===== config.mk =====
export PLATFORM = sky130hd
export DESIGN_NAME = brush_stroke_dab_spacer_unit
export DESIGN_NICKNAME = d
export VERILOG_FILES = /design/src/sv/bsds_pkg.sv /design/src/sv/brush_stroke_dab_spacer_unit.sv
export SDC_FILE = /design/constraint.sdc
export NUM_CORES = 2
export LEC_CHECK = 0
export ABC_AREA = 1
export BUFFER_PORTS_ARGS = -buffer_cell sky130_fd_sc_hd__buf_2
export CAP_MARGIN = 20
export CORE_UTILIZATION = 50
export CTS_BUF_LIST = sky130_fd_sc_hd__clkbuf_8
export CTS_CLUSTER_SIZE = 28
export DETAILED_ROUTE_END_ITERATION = 12
export PLACE_DENSITY = 0.63
export SLEW_MARGIN = 20
export SYNTH_ARGS = -nofsm -noshare
export SYNTH_HDL_FRONTEND = slang
export SYNTH_SLANG_ARGS = --single-unit

===== constraint.sdc =====
create_clock -name clk_i -period 17.6 [get_ports clk_i]
set_input_delay 1.76 -clock clk_i [delete_from_list [all_inputs] [get_ports clk_i]]
set_output_delay 1.76 -clock clk_i [all_outputs]
set_load 0.05 [all_outputs]

===== src/sv/bsds_pkg.sv =====
// bsds_pkg: shared types and constants of the brush stroke dab spacer
// command codes, configuration register indexes, sequencer states, field widths
// no dependencies
package bsds_pkg;

  localparam int COORD_W   = 16;
  localparam int SIZE_W    = 16;
  localparam int SPACING_W = 12;
  localparam int CFG_W     = 16;
  localparam int STEP_PROD_W = SIZE_W + SPACING_W;
  localparam int STEP_SHIFT  = 8;
  localparam int STEP_W      = STEP_PROD_W - STEP_SHIFT;

  localparam logic [STEP_W-1:0]    STEP_FLOOR    = STEP_W'(16);
  localparam logic [SIZE_W-1:0]    SIZE_RESET    = SIZE_W'(800);
  localparam logic [SPACING_W-1:0] SPACING_RESET = SPACING_W'(26);

  typedef enum logic [1:0] {
    CMD_BEGIN = 2'd0,
    CMD_MOVE  = 2'd1,
    CMD_END   = 2'd2
  } cmd_e;

  typedef enum logic {
    REG_BRUSH_SIZE  = 1'b0,
    REG_DAB_SPACING = 1'b1
  } cfg_reg_e;

  typedef enum logic [3:0] {
    S_IDLE,
    S_BEGIN,
    S_SQX,
    S_SQY,
    S_SQRT,
    S_CHECK,
    S_MULX,
    S_DIVX,
    S_MULY,
    S_DIVY,
    S_EMIT
  } state_e;

endpackage


===== src/sv/brush_stroke_dab_spacer_unit.sv =====
// brush_stroke_dab_spacer_unit: top level of the brush stroke dab spacer
// sequencer around one shared multiplier and one shared subtractor
// depends on bsds_pkg
//
// Pointer events enter on in_valid_i / in_ready_o with cmd_i, pos_x_i and
// pos_y_i; dab centres leave on out_valid_o / out_ready_i with dab_x_o,
// dab_y_o and last_dab_o, which marks the final dab of an event. Registers
// are written through cfg_we_i, cfg_idx_i and cfg_data_i; the user must write them
// only while the block is idle, which the block itself does not enforce.
// One item is worked on at a time and in_ready_o is high only when idle.
// An end event or an ignored move leaves the block idle. A begin event moves to
// S_BEGIN, which loads its dab into the output register once that is free.
// A move on an armed stroke runs the squares, the 17 step bit-serial square root
// and the distance check, then for each dab one multiply and 16 restoring divide
// steps per axis, after which S_EMIT hands the dab to the output register.
// The output register holds one dab; while the receiver stalls, the sequencer
// waits with the next dab, and a finished last dab does not block new items.
// Reset clears the stroke, the stored position and the output valid, and
// loads brush_size 800 and dab_spacing 26.
module brush_stroke_dab_spacer_unit
  import bsds_pkg::*;
#(
  parameter int MAX_DABS = 64
) (
  input  logic               clk_i,
  input  logic               rst_ni,
  input  logic               cfg_we_i,
  input  logic               cfg_idx_i,
  input  logic [CFG_W-1:0]   cfg_data_i,
  input  logic               in_valid_i,
  output logic               in_ready_o,
  input  logic [1:0]         cmd_i,
  input  logic [COORD_W-1:0] pos_x_i,
  input  logic [COORD_W-1:0] pos_y_i,
  output logic               out_valid_o,
  input  logic               out_ready_i,
  output logic [COORD_W-1:0] dab_x_o,
  output logic [COORD_W-1:0] dab_y_o,
  output logic               last_dab_o
);

  localparam int CW   = COORD_W;
  localparam int DW   = CW + 1;
  localparam int RW   = CW + 2;
  localparam int SW   = CW + 4;
  localparam int SQW  = 2 * CW + 2;
  localparam int PW   = 2 * CW + 1;
  localparam int ACW  = ((DW > STEP_W) ? DW : STEP_W) + 1;
  localparam int IW   = $clog2(MAX_DABS + 1);
  localparam int CNW  = $clog2(CW + 2);

  state_e state_q, state_d;

  logic [SIZE_W-1:0]    size_q;
  logic [SPACING_W-1:0] spacing_q;
  logic                 active_q;
  logic [CW-1:0]        last_x_q, last_y_q;
  logic [CW-1:0]        new_x_q, new_y_q;
  logic [CW-1:0]        mag_x_q, mag_y_q;
  logic                 neg_x_q, neg_y_q;
  logic [STEP_W-1:0]    step_q;
  logic [SQW-1:0]       sq_q;
  logic [RW-1:0]        rem_q;
  logic [DW-1:0]        root_q;
  logic [CNW-1:0]       cnt_q;
  logic [ACW-1:0]       acc_q;
  logic [IW-1:0]        idx_q;
  logic [CW-1:0]        res_x_q;
  logic                 out_valid_q;
  logic [COORD_W-1:0]   dab_x_q, dab_y_q;
  logic                 last_q;

  logic                 in_acc;
  logic                 out_free;
  logic                 out_load;
  logic [CW-1:0]        px, py;
  logic [CW:0]          dx, dy;
  logic [CW-1:0]        mul_a;
  logic [DW-1:0]        mul_b;
  logic [PW-1:0]        mul_p;
  logic [SW-1:0]        sub_a, sub_b;
  logic [SW:0]          diff;
  logic                 ge;
  logic [STEP_W-1:0]    step_raw, step_c;
  logic [ACW-1:0]       acc_nxt;
  logic                 is_last;
  logic                 dist_ok;
  logic [CW-1:0]        off;
  logic [CW-1:0]        res_y;

  assign in_acc   = in_valid_i && in_ready_o;
  assign out_free = !out_valid_q || out_ready_i;

  assign px = CW'(pos_x_i);
  assign py = CW'(pos_y_i);
  assign dx = {1'b0, px} - {1'b0, last_x_q};
  assign dy = {1'b0, py} - {1'b0, last_y_q};

  // shared units
  assign mul_p = PW'(mul_a) * PW'(mul_b);
  assign diff  = {1'b0, sub_a} - {1'b0, sub_b};
  assign ge    = ~diff[SW];

  assign step_raw  = mul_p[STEP_PROD_W-1:STEP_SHIFT];
  assign step_c    = (step_raw < STEP_FLOOR) ? STEP_FLOOR : step_raw;

  assign dist_ok = ACW'(root_q) >= ACW'(step_q);
  assign acc_nxt = acc_q + ACW'(step_q);
  assign is_last = (idx_q == IW'(MAX_DABS)) || (acc_nxt > ACW'(root_q));

  assign off   = sq_q[CW-1:0];
  assign res_y = neg_y_q ? (last_y_q - off) : (last_y_q + off);

  // next state
  always_comb begin
    state_d = state_q;
    unique case (state_q)
      S_IDLE: begin
        if (in_acc) begin
          if (cmd_i == CMD_BEGIN) begin
            state_d = S_BEGIN;
          end else if (cmd_i == CMD_MOVE && active_q) begin
            state_d = S_SQX;
          end
        end
      end
      S_BEGIN: begin
        if (out_free) state_d = S_IDLE;
      end
      S_SQX:   state_d = S_SQY;
      S_SQY:   state_d = S_SQRT;
      S_SQRT: begin
        if (cnt_q == CNW'(CW)) state_d = S_CHECK;
      end
      S_CHECK: state_d = dist_ok ? S_MULX : S_IDLE;
      S_MULX:  state_d = S_DIVX;
      S_DIVX: begin
        if (cnt_q == CNW'(CW - 1)) state_d = S_MULY;
      end
      S_MULY:  state_d = S_DIVY;
      S_DIVY: begin
        if (cnt_q == CNW'(CW - 1)) state_d = S_EMIT;
      end
      S_EMIT: begin
        if (out_free) state_d = is_last ? S_IDLE : S_MULX;
      end
      default: state_d = S_IDLE;
    endcase
  end

  // unit operand selection and handshake outputs
  always_comb begin
    in_ready_o = 1'b0;
    out_load   = 1'b0;
    mul_a      = '0;
    mul_b      = '0;
    sub_a      = '0;
    sub_b      = '0;
    unique case (state_q)
      S_IDLE:  in_ready_o = 1'b1;
      S_BEGIN: out_load = out_free;
      S_SQX: begin
        mul_a = mag_x_q;
        mul_b = DW'(mag_x_q);
      end
      S_SQY: begin
        mul_a = mag_y_q;
        mul_b = DW'(mag_y_q);
      end
      S_SQRT: begin
        mul_a = CW'(size_q);
        mul_b = DW'(spacing_q);
        sub_a = SW'({rem_q, sq_q[SQW-1 -: 2]});
        sub_b = SW'({root_q, 2'b01});
      end
      S_MULX: begin
        mul_a = mag_x_q;
        mul_b = acc_q[DW-1:0];
      end
      S_MULY: begin
        mul_a = mag_y_q;
        mul_b = acc_q[DW-1:0];
      end
      S_DIVX, S_DIVY: begin
        sub_a = SW'({rem_q[DW-1:0], sq_q[CW-1]});
        sub_b = SW'(root_q);
      end
      S_EMIT:  out_load = out_free;
      S_CHECK: ;
      default: ;
    endcase
  end

  // control state
  always_ff @(posedge clk_i or negedge rst_ni) begin
    if (!rst_ni) begin
      state_q     <= S_IDLE;
      size_q      <= SIZE_RESET;
      spacing_q   <= SPACING_RESET;
      active_q    <= 1'b0;
      last_x_q    <= '0;
      last_y_q    <= '0;
      out_valid_q <= 1'b0;
    end else begin
      state_q <= state_d;
      if (cfg_we_i) begin
        unique case (cfg_idx_i)
          REG_BRUSH_SIZE:  size_q    <= cfg_data_i[SIZE_W-1:0];
          REG_DAB_SPACING: spacing_q <= cfg_data_i[SPACING_W-1:0];
          default: ;
        endcase
      end
      if (in_acc && cmd_i == CMD_BEGIN) begin
        active_q <= 1'b1;
        last_x_q <= px;
        last_y_q <= py;
      end else if (in_acc && cmd_i == CMD_END) begin
        active_q <= 1'b0;
      end
      if (state_q == S_EMIT && out_free && is_last) begin
        last_x_q <= new_x_q;
        last_y_q <= new_y_q;
      end
      if (out_load) begin
        out_valid_q <= 1'b1;
      end else if (out_ready_i) begin
        out_valid_q <= 1'b0;
      end
    end
  end

  // datapath
  always_ff @(posedge clk_i) begin
    if (in_acc) begin
      new_x_q <= px;
      new_y_q <= py;
      neg_x_q <= dx[CW];
      neg_y_q <= dy[CW];
      mag_x_q <= dx[CW] ? CW'(-dx) : dx[CW-1:0];
      mag_y_q <= dy[CW] ? CW'(-dy) : dy[CW-1:0];
    end
    unique case (state_q)
      S_SQX: begin
        sq_q   <= SQW'(mul_p);
      end
      S_SQY: begin
        sq_q   <= sq_q + SQW'(mul_p);
        rem_q  <= '0;
        root_q <= '0;
        cnt_q  <= '0;
      end
      S_SQRT: begin
        step_q <= step_c;
        rem_q  <= ge ? diff[RW-1:0] : sub_a[RW-1:0];
        root_q <= {root_q[DW-2:0], ge};
        sq_q   <= {sq_q[SQW-3:0], 2'b00};
        cnt_q  <= cnt_q + CNW'(1);
      end
      S_CHECK: begin
        acc_q <= ACW'(step_q);
        idx_q <= IW'(1);
      end
      S_MULX, S_MULY: begin
        rem_q <= RW'(mul_p[PW-1:CW]);
        sq_q  <= SQW'(mul_p);
        cnt_q <= '0;
      end
      S_DIVX, S_DIVY: begin
        rem_q <= ge ? diff[RW-1:0] : sub_a[RW-1:0];
        sq_q  <= {sq_q[SQW-2:0], ge};
        cnt_q <= cnt_q + CNW'(1);
        if (state_q == S_DIVX && cnt_q == CNW'(CW - 1)) begin
          res_x_q <= neg_x_q ? (last_x_q - {sq_q[CW-2:0], ge})
                             : (last_x_q + {sq_q[CW-2:0], ge});
        end
      end
      S_EMIT: begin
        if (out_free) begin
          acc_q <= acc_nxt;
          idx_q <= idx_q + IW'(1);
        end
      end
      S_IDLE, S_BEGIN: ;
      default: ;
    endcase
    if (out_load) begin
      if (state_q == S_BEGIN) begin
        dab_x_q <= COORD_W'(last_x_q);
        dab_y_q <= COORD_W'(last_y_q);
        last_q  <= 1'b1;
      end else begin
        dab_x_q <= COORD_W'(res_x_q);
        dab_y_q <= COORD_W'(res_y);
        last_q  <= is_last;
      end
    end
  end

  assign out_valid_o = out_valid_q;
  assign dab_x_o     = dab_x_q;
  assign dab_y_o     = dab_y_q;
  assign last_dab_o  = last_q;

endmodule


# Word level (Yosys, flattened, before mapping)
# Cells that the tools add are included.
[op_classes] eq_ne=22 n_bitwise=2 n_reduce_logical=33 add_sub_neg=13 n_mux=40 n_mul=1 order_cmp=3
[ops] cell="$mux 16" n=10
[ops] cell="$pmux 34 s4" n=1
[ops] cell="$pmux 17 s4" n=1
[ops] cell="$pmux 18 s3" n=1
[ops] cell="$pmux 16 s3" n=1
[ops] cell="$pmux 4 s11" n=1
[ops] cell="$pmux 21 s2" n=1
[ops] cell="$pmux 20 s2" n=1
[ops] cell="$pmux 19 s2" n=1
[ops] cell="$add 34x33->34" n=1
[ops] cell="$pmux 17 s2" n=1
[ops] cell="$sub 16x16->17" n=2
[ops] cell="$mul 16x17->33" n=1
[ops] cell="$add 16x16->16" n=2
[ops] cell="$mux 4" n=8
[ops] cell="$neg 16->16" n=2
[ops] cell="$sub 16x16->16" n=2
[ops] cell="$add 21x20->21" n=1
[ops] cell="$gt 21x17->1" n=1
[ops] cell="$mux 21" n=1
[ops] cell="$sub 20x20->21" n=1
[ops] cell="$ge 17x20->1" n=1
[ops] cell="$lt 20x5->1 const B" n=1
[ops] cell="$mux 18" n=1
[ops] cell="31 further kinds" n=70
[word_totals] regBits=303

# Logic depth before layout (Yosys ltp)
[depth] depth_word=7 mapped_depth=47 mapped_depth_nobuf=46

# Least setup slack after synthesis
# No wires, ideal clock.
[synth_path] path_kind="register to register" startpoint="register state_q[2]" endpoint="register sq_q[23], data pin" setup_slack_ns=10.007 t_arrival_ns=7.324 stages_incl_launch_ff=39 period_less_slack_ns=7.593 path_buffers=2 path_cell_list="dfrtp_1 -> buf_2 -> nor2_1 -> inv_2 -> nor2_4 -> nor2_1 -> inv_2 -> a21oi_1 -> inv_1 -> clkbuf_1 -> nand2_1 -> fa_1 -> fa_1 -> inv_1 -> fa_1 -> inv_1 -> fa_1 -> fa_1 -> (+3 left out) -> nand2_1 -> nor2_1 -> and2_1 -> nand4_1 -> nand3_1 -> nand2_1 -> nand2_1 -> inv_1 -> ha_1 -> a21oi_1 -> inv_1 -> nor2_1 -> o21ai_0 -> a21oi_1 -> nand2_1 -> or2_2 -> nand3_1 -> o211ai_1"
[synth_via] elab_chain_cells=6 word_cells_on_any_way=17
[synth_rtl] item="from (decl)" line_no="brush_stroke_dab_spacer_unit.sv:52" source="state_e state_q, state_d;"
[synth_rtl] item="from (signal assigned)" line_no="brush_stroke_dab_spacer_unit.sv:205" source="state_q <= state_d;"
[synth_rtl] item="$eq 4x3->1, or another cell as far along" line_no="brush_stroke_dab_spacer_unit.sv:159" source="unique case (state_q)"
[synth_rtl] item="$reduce_or 2->1 (no line)"
[synth_rtl] item="$pmux 17 s4 / $pmux 16 s3 (equally long branches)" line_no="brush_stroke_dab_spacer_unit.sv:159"
[synth_rtl] item="$mul 16x17->33 *" line_no="brush_stroke_dab_spacer_unit.sv:100" source="assign mul_p = PW'(mul_a) * PW'(mul_b);"
[synth_rtl] item="net mul_p[22]" line_no="brush_stroke_dab_spacer_unit.sv:80" source="logic [PW-1:0] mul_p;"
[synth_rtl] item="$add 34x33->34 *" line_no="brush_stroke_dab_spacer_unit.sv:247" source="sq_q <= sq_q + SQW'(mul_p);"
[synth_rtl] item="$pmux 34 s4 *" line_no="brush_stroke_dab_spacer_unit.sv:242" source="unique case (state_q)"
[synth_rtl] item="to (signal assigned)" line_no="brush_stroke_dab_spacer_unit.sv:244" source="sq_q <= SQW'(mul_p);"
[synth_rtl] item="to (signal assigned)" line_no="brush_stroke_dab_spacer_unit.sv:247"
[synth_rtl] item="to (signal assigned)" line_no="brush_stroke_dab_spacer_unit.sv:256" source="sq_q <= {sq_q[SQW-3:0], 2'b00};"
[synth_rtl] item="to (decl)" line_no="brush_stroke_dab_spacer_unit.sv:62" source="logic [SQW-1:0] sq_q;"
# Mark *: on every way through the listed nets, which the timed path passes. The rest lies on a longest branch.
# A chain may end at the register's enable or synchronous reset.

# Worst setup path after layout
[layout_path] startpoint="register state_q[2]" endpoint="register sq_q[33], data pin"
[layout_via] elab_chain_cells=6 word_cells_on_any_way=17
[layout_rtl] item="$eq 4x3->1, or another cell as far along" line_no="brush_stroke_dab_spacer_unit.sv:159, brush_stroke_dab_spacer_unit.sv:242"
[layout_rtl] item="$reduce_or 2->1 (no line)"
[layout_rtl] item="$pmux 17 s4 / $pmux 16 s3 (equally long branches)" line_no="brush_stroke_dab_spacer_unit.sv:159"
[layout_rtl] item="$mul 16x17->33" line_no="brush_stroke_dab_spacer_unit.sv:100"
[layout_rtl] item="$add 34x33->34" line_no="brush_stroke_dab_spacer_unit.sv:247"
[layout_rtl] item="$pmux 34 s4 *" line_no="brush_stroke_dab_spacer_unit.sv:242"
# Mark *: on every way between the ends. The rest lies on a longest branch, timed or not.

==> metrics.md <==
| Metric | Value |
|---|---|
| CP max-delay cell | `dfrtp_1` |
| Gr usage total | `about a third` |
| Post-synth top cells | `nand2_1, inv_1, nor2_1` |
| Crit. End Element | `register` |
| Clock-pin slew on the worst setup and hold paths | `0.07 ns` |
| Antenna violations before repair | `1` |
| Vias in the first global route | `around 28,000` |
| Synth async-reset ratio | `21.78%` |
| Syn Nets | `5,037` |
| I/O Buffers | `90` |
| DRC | `0` |
| Launching point of the worst reg2reg path | `state_q[2]$_DFFE_PN0P_` |
| Unrepaired setup endpoints after global routing | `no` |
| Gpl congestion | `0.9743` |
| Dpl cells | `5,354` |
| Most common cell in the netlist | `nand2_1` |
| Least-Margin Pin Slew | `1.014 ns` |
| First-pass GRT wire length | `165,200 microns` |
| Largest fanout on the critical path | `26` |
| YS warnings | `0` |
| Hold Path End | `size_q[2]$_DFFE_PN0P_` |
| Post-synth top area cell | `edfxtp_1` |
| CTS tree | `done` |
| Rows | `93` |
| Final hold violations | `0` |
| Drt first pass iters | `6` |
| Worst hold path cell count | `2` |
| Final setup violation count | `0` |
| Postcts setup bufs | `0` |
| Sequential area share after synthesis | `26.55%` |
| Final Cycle Share | `59.97%` |
| Final wirelength | `~110,000 microns` |
| Crit-path max cell delay | `0.89 ns` |
| Die height | `259.1 microns` |
| Core box area | `64,930 sq um` |
| Post-Synthesis Cells | `4,483` |
| Layout area overhead | `7.569%` |
| TritonCTS Sinks | `303` |
| Crit path required time | `18.04 ns` |
| CP most frequent cell | `nand2_1` |
| DRT antenna net count | `0` |
| Post-synth EDFFs | `237` |
| Share of cells above drive strength 1 | `6.283%` |
| Num CTS Buffers | `57` |
| Slew headroom | `32.21%` |
| Total grt overflow | `0` |
| Hold Crit Class | `register to register` |
| WP data arrival | `10.99 ns` |
| Largest net degree at the start of global routing | `68` |
| WS Path Type | `register to register` |
| # IOs | `91` |
| Share of the synthesized area in the top cell type | `21.53%` |
| Hold bufs inserted after CTS | `0` |
| # fillers | `6,393` |
| Post-cts resize count | `0` |
| Hold Crit Start | `size_q[2]$_DFFE_PN0P_` |
| R2R cell count | `38` |
| NumNets Final | `5,113` |
| Fin cells | `around 5,500` |
| Chip width | `around 260 microns` |
| CTS max path bufs | `3` |
| DR WL/cell | `19.46 microns` |
| Max cap viols | `0` |
| Via count | `29,760` |
| H-tree depth | `2` |
| Worst R2R End | `sq_q[33]$_DFFE_PP_` |
| Synth cell types | `55` |
| Via density | `5.454` |
| Fin Hold WS | `0.4890 ns` |
| Worst Setup Start Kind | `register` |
| Starting Density | `between 50 and 60%` |
| Tmin final | `10.56 ns` |
| Top_reg_cell synth | `edfxtp_1` |
| Root Buffer | `clkbuf_8` |
| Max Clock Freq | `94.74 MHz` |
| Clock Latency Late Sink | `0.70 ns` |
| Fin Setup TNS | `0 ns` |
| Die area | `67,150 sq um` |
| R2R Setup Slk | `7.04 ns` |
| Post-Syn Area | `33,060 sq um` |
| Initial DRC count | `2,846` |
| Syn Area/Cell | `7.375 sq um` |
| Worst Skew | `0.04160 ns` |
| Post-DP HPWL | `86,530 microns` |
| FF+latch count, synth | `303` |
| Top cells by area, synth | `edfxtp_1, nand2_1, fa_1` |
| Status | `complete, no violations` |
| Final slew viol count | `0` |
area by class of cell:
| type | count | area (sq um) | area share, % |
|---|---|---|---|
| multi-input combinational | 3225 | 20610 | 57.96 |
| sequential | 303 | 8776 | 24.68 |
| inverter | 853 | 3202 | 9.003 |
| tap | 855 | 1070 | 3.008 |
| clock buffer | 63 | 867.1 | 2.438 |
| timing repair buffer | 119 | 690.7 | 1.942 |
| clock inverter | 37 | 341.6 | 0.9605 |
| antenna | 1 | 2.502 | 0.007037 |
kinds of logic (layout without fill, tap and decap cells):
kind of cell / Yosys count / in the layout / synth area share, %
AND/OR/NAND/NOR: 2013 / 2013 / 25.01
flip-flops: 303 / 303 / 26.55
adder cells (fa/ha/maj): 498 / 498 / 23.73
buffers and inverters: 955 / 1072 / 11.23
XOR/XNOR: 135 / 135 / 3.576
AO/OA/AOI/OAI: 579 / 579 / 9.904
other: 0 / 1 / 0
worst max-delay path by stage:
stage,slack [ns],from,end
finish,7.04,state_q[2]$_DFFE_PN0P_,sq_q[33]$_DFFE_PP_
detailed placement,7.19,state_q[2]$_DFFE_PN0P_,sq_q[33]$_DFFE_PP_
global placement,7.17,state_q[2]$_DFFE_PN0P_,sq_q[33]$_DFFE_PP_
CTS,7.13,state_q[2]$_DFFE_PN0P_,sq_q[33]$_DFFE_PP_
global route,6.39,state_q[2]$_DFFE_PN0P_,sq_q[33]$_DFFE_PP_
floorplan,10.01,state_q[2]$_DFFE_PN0P_,sq_q[23]$_DFFE_PP_
metal layers:
layer	vias up	global-route usage, %	part of all wire [%]
li1	14410	-	-
met1	14100	47.93	47
met2	1135	48.85	43
met3	117	4.071	7.8
met4	0	7.451	2.2
met5	-	0	0
per-stage QoR:
stage	utilization, %	instance area (sq um)	setup slack, ns
after floorplan	-	33060	10.01
after global placement	52.86	34320	7.167
after detailed placement	52.86	34320	7.193
after CTS	54.73	35530	7.134
after global routing	54.77	35560	6.387
final	54.77	35560	7.045
sequential cells by signal, summed over array words and instances, names as in the netlist, 5 cells and up:
name,cells
sq_q,34
acc_q,21
step_q,20
rem_q,18
root_q,17
dab_x_o,16
dab_y_o,16
last_x_q,16
last_y_q,16
mag_x_q,16
mag_y_q,16
new_x_q,16
new_y_q,16
res_x_q,16
size_q,16
spacing_q,12
idx_q,7
cnt_q,5
layout by cell type, fill, tap and decap left out, types with 6 or more instances in the layout:
cell type	count
o22ai_1	24
nor3_1	32
o21a_1	6
a221oi_1	14
o21ai_1	6
o21ai_0	205
xnor2_1	38
o21bai_1	15
clkinv_1	6
inv_2	32
nand4_1	46
a22oi_1	24
ha_1	283
nand3_1	244
buf_2	89
a31oi_1	9
o211ai_1	18
nor2_2	14
a21o_1	7
clkbuf_8	63
nand2_1	1214
edfxtp_1	237
bufinv_16	7
buf_4	29
nor2_1	399
nor2_4	6
nand3b_1	16
xor2_1	97
fa_1	215
dfrtp_1	60
a21oi_1	221
dfstp_2	6
a21oi_2	6
a21boi_0	6
inv_1	839
and2_1	7
or2_2	17
critical path: cells and delay by family, from the launching register on:
kind | cells | cell delay (ns)
adder cells (fa/ha/maj) | 8 | 3.88
AND/OR/NAND/NOR | 13 | 2.11
AO/OA/AOI/OAI | 7 | 1.40
buffers and inverters | 8 | 1.31
flip-flops | 1 | 0.89
XOR/XNOR | 2 | 0.73
Power is not shown: default switching activity piles up to over one toggle a cycle in this logic, so the estimate is an artifact.
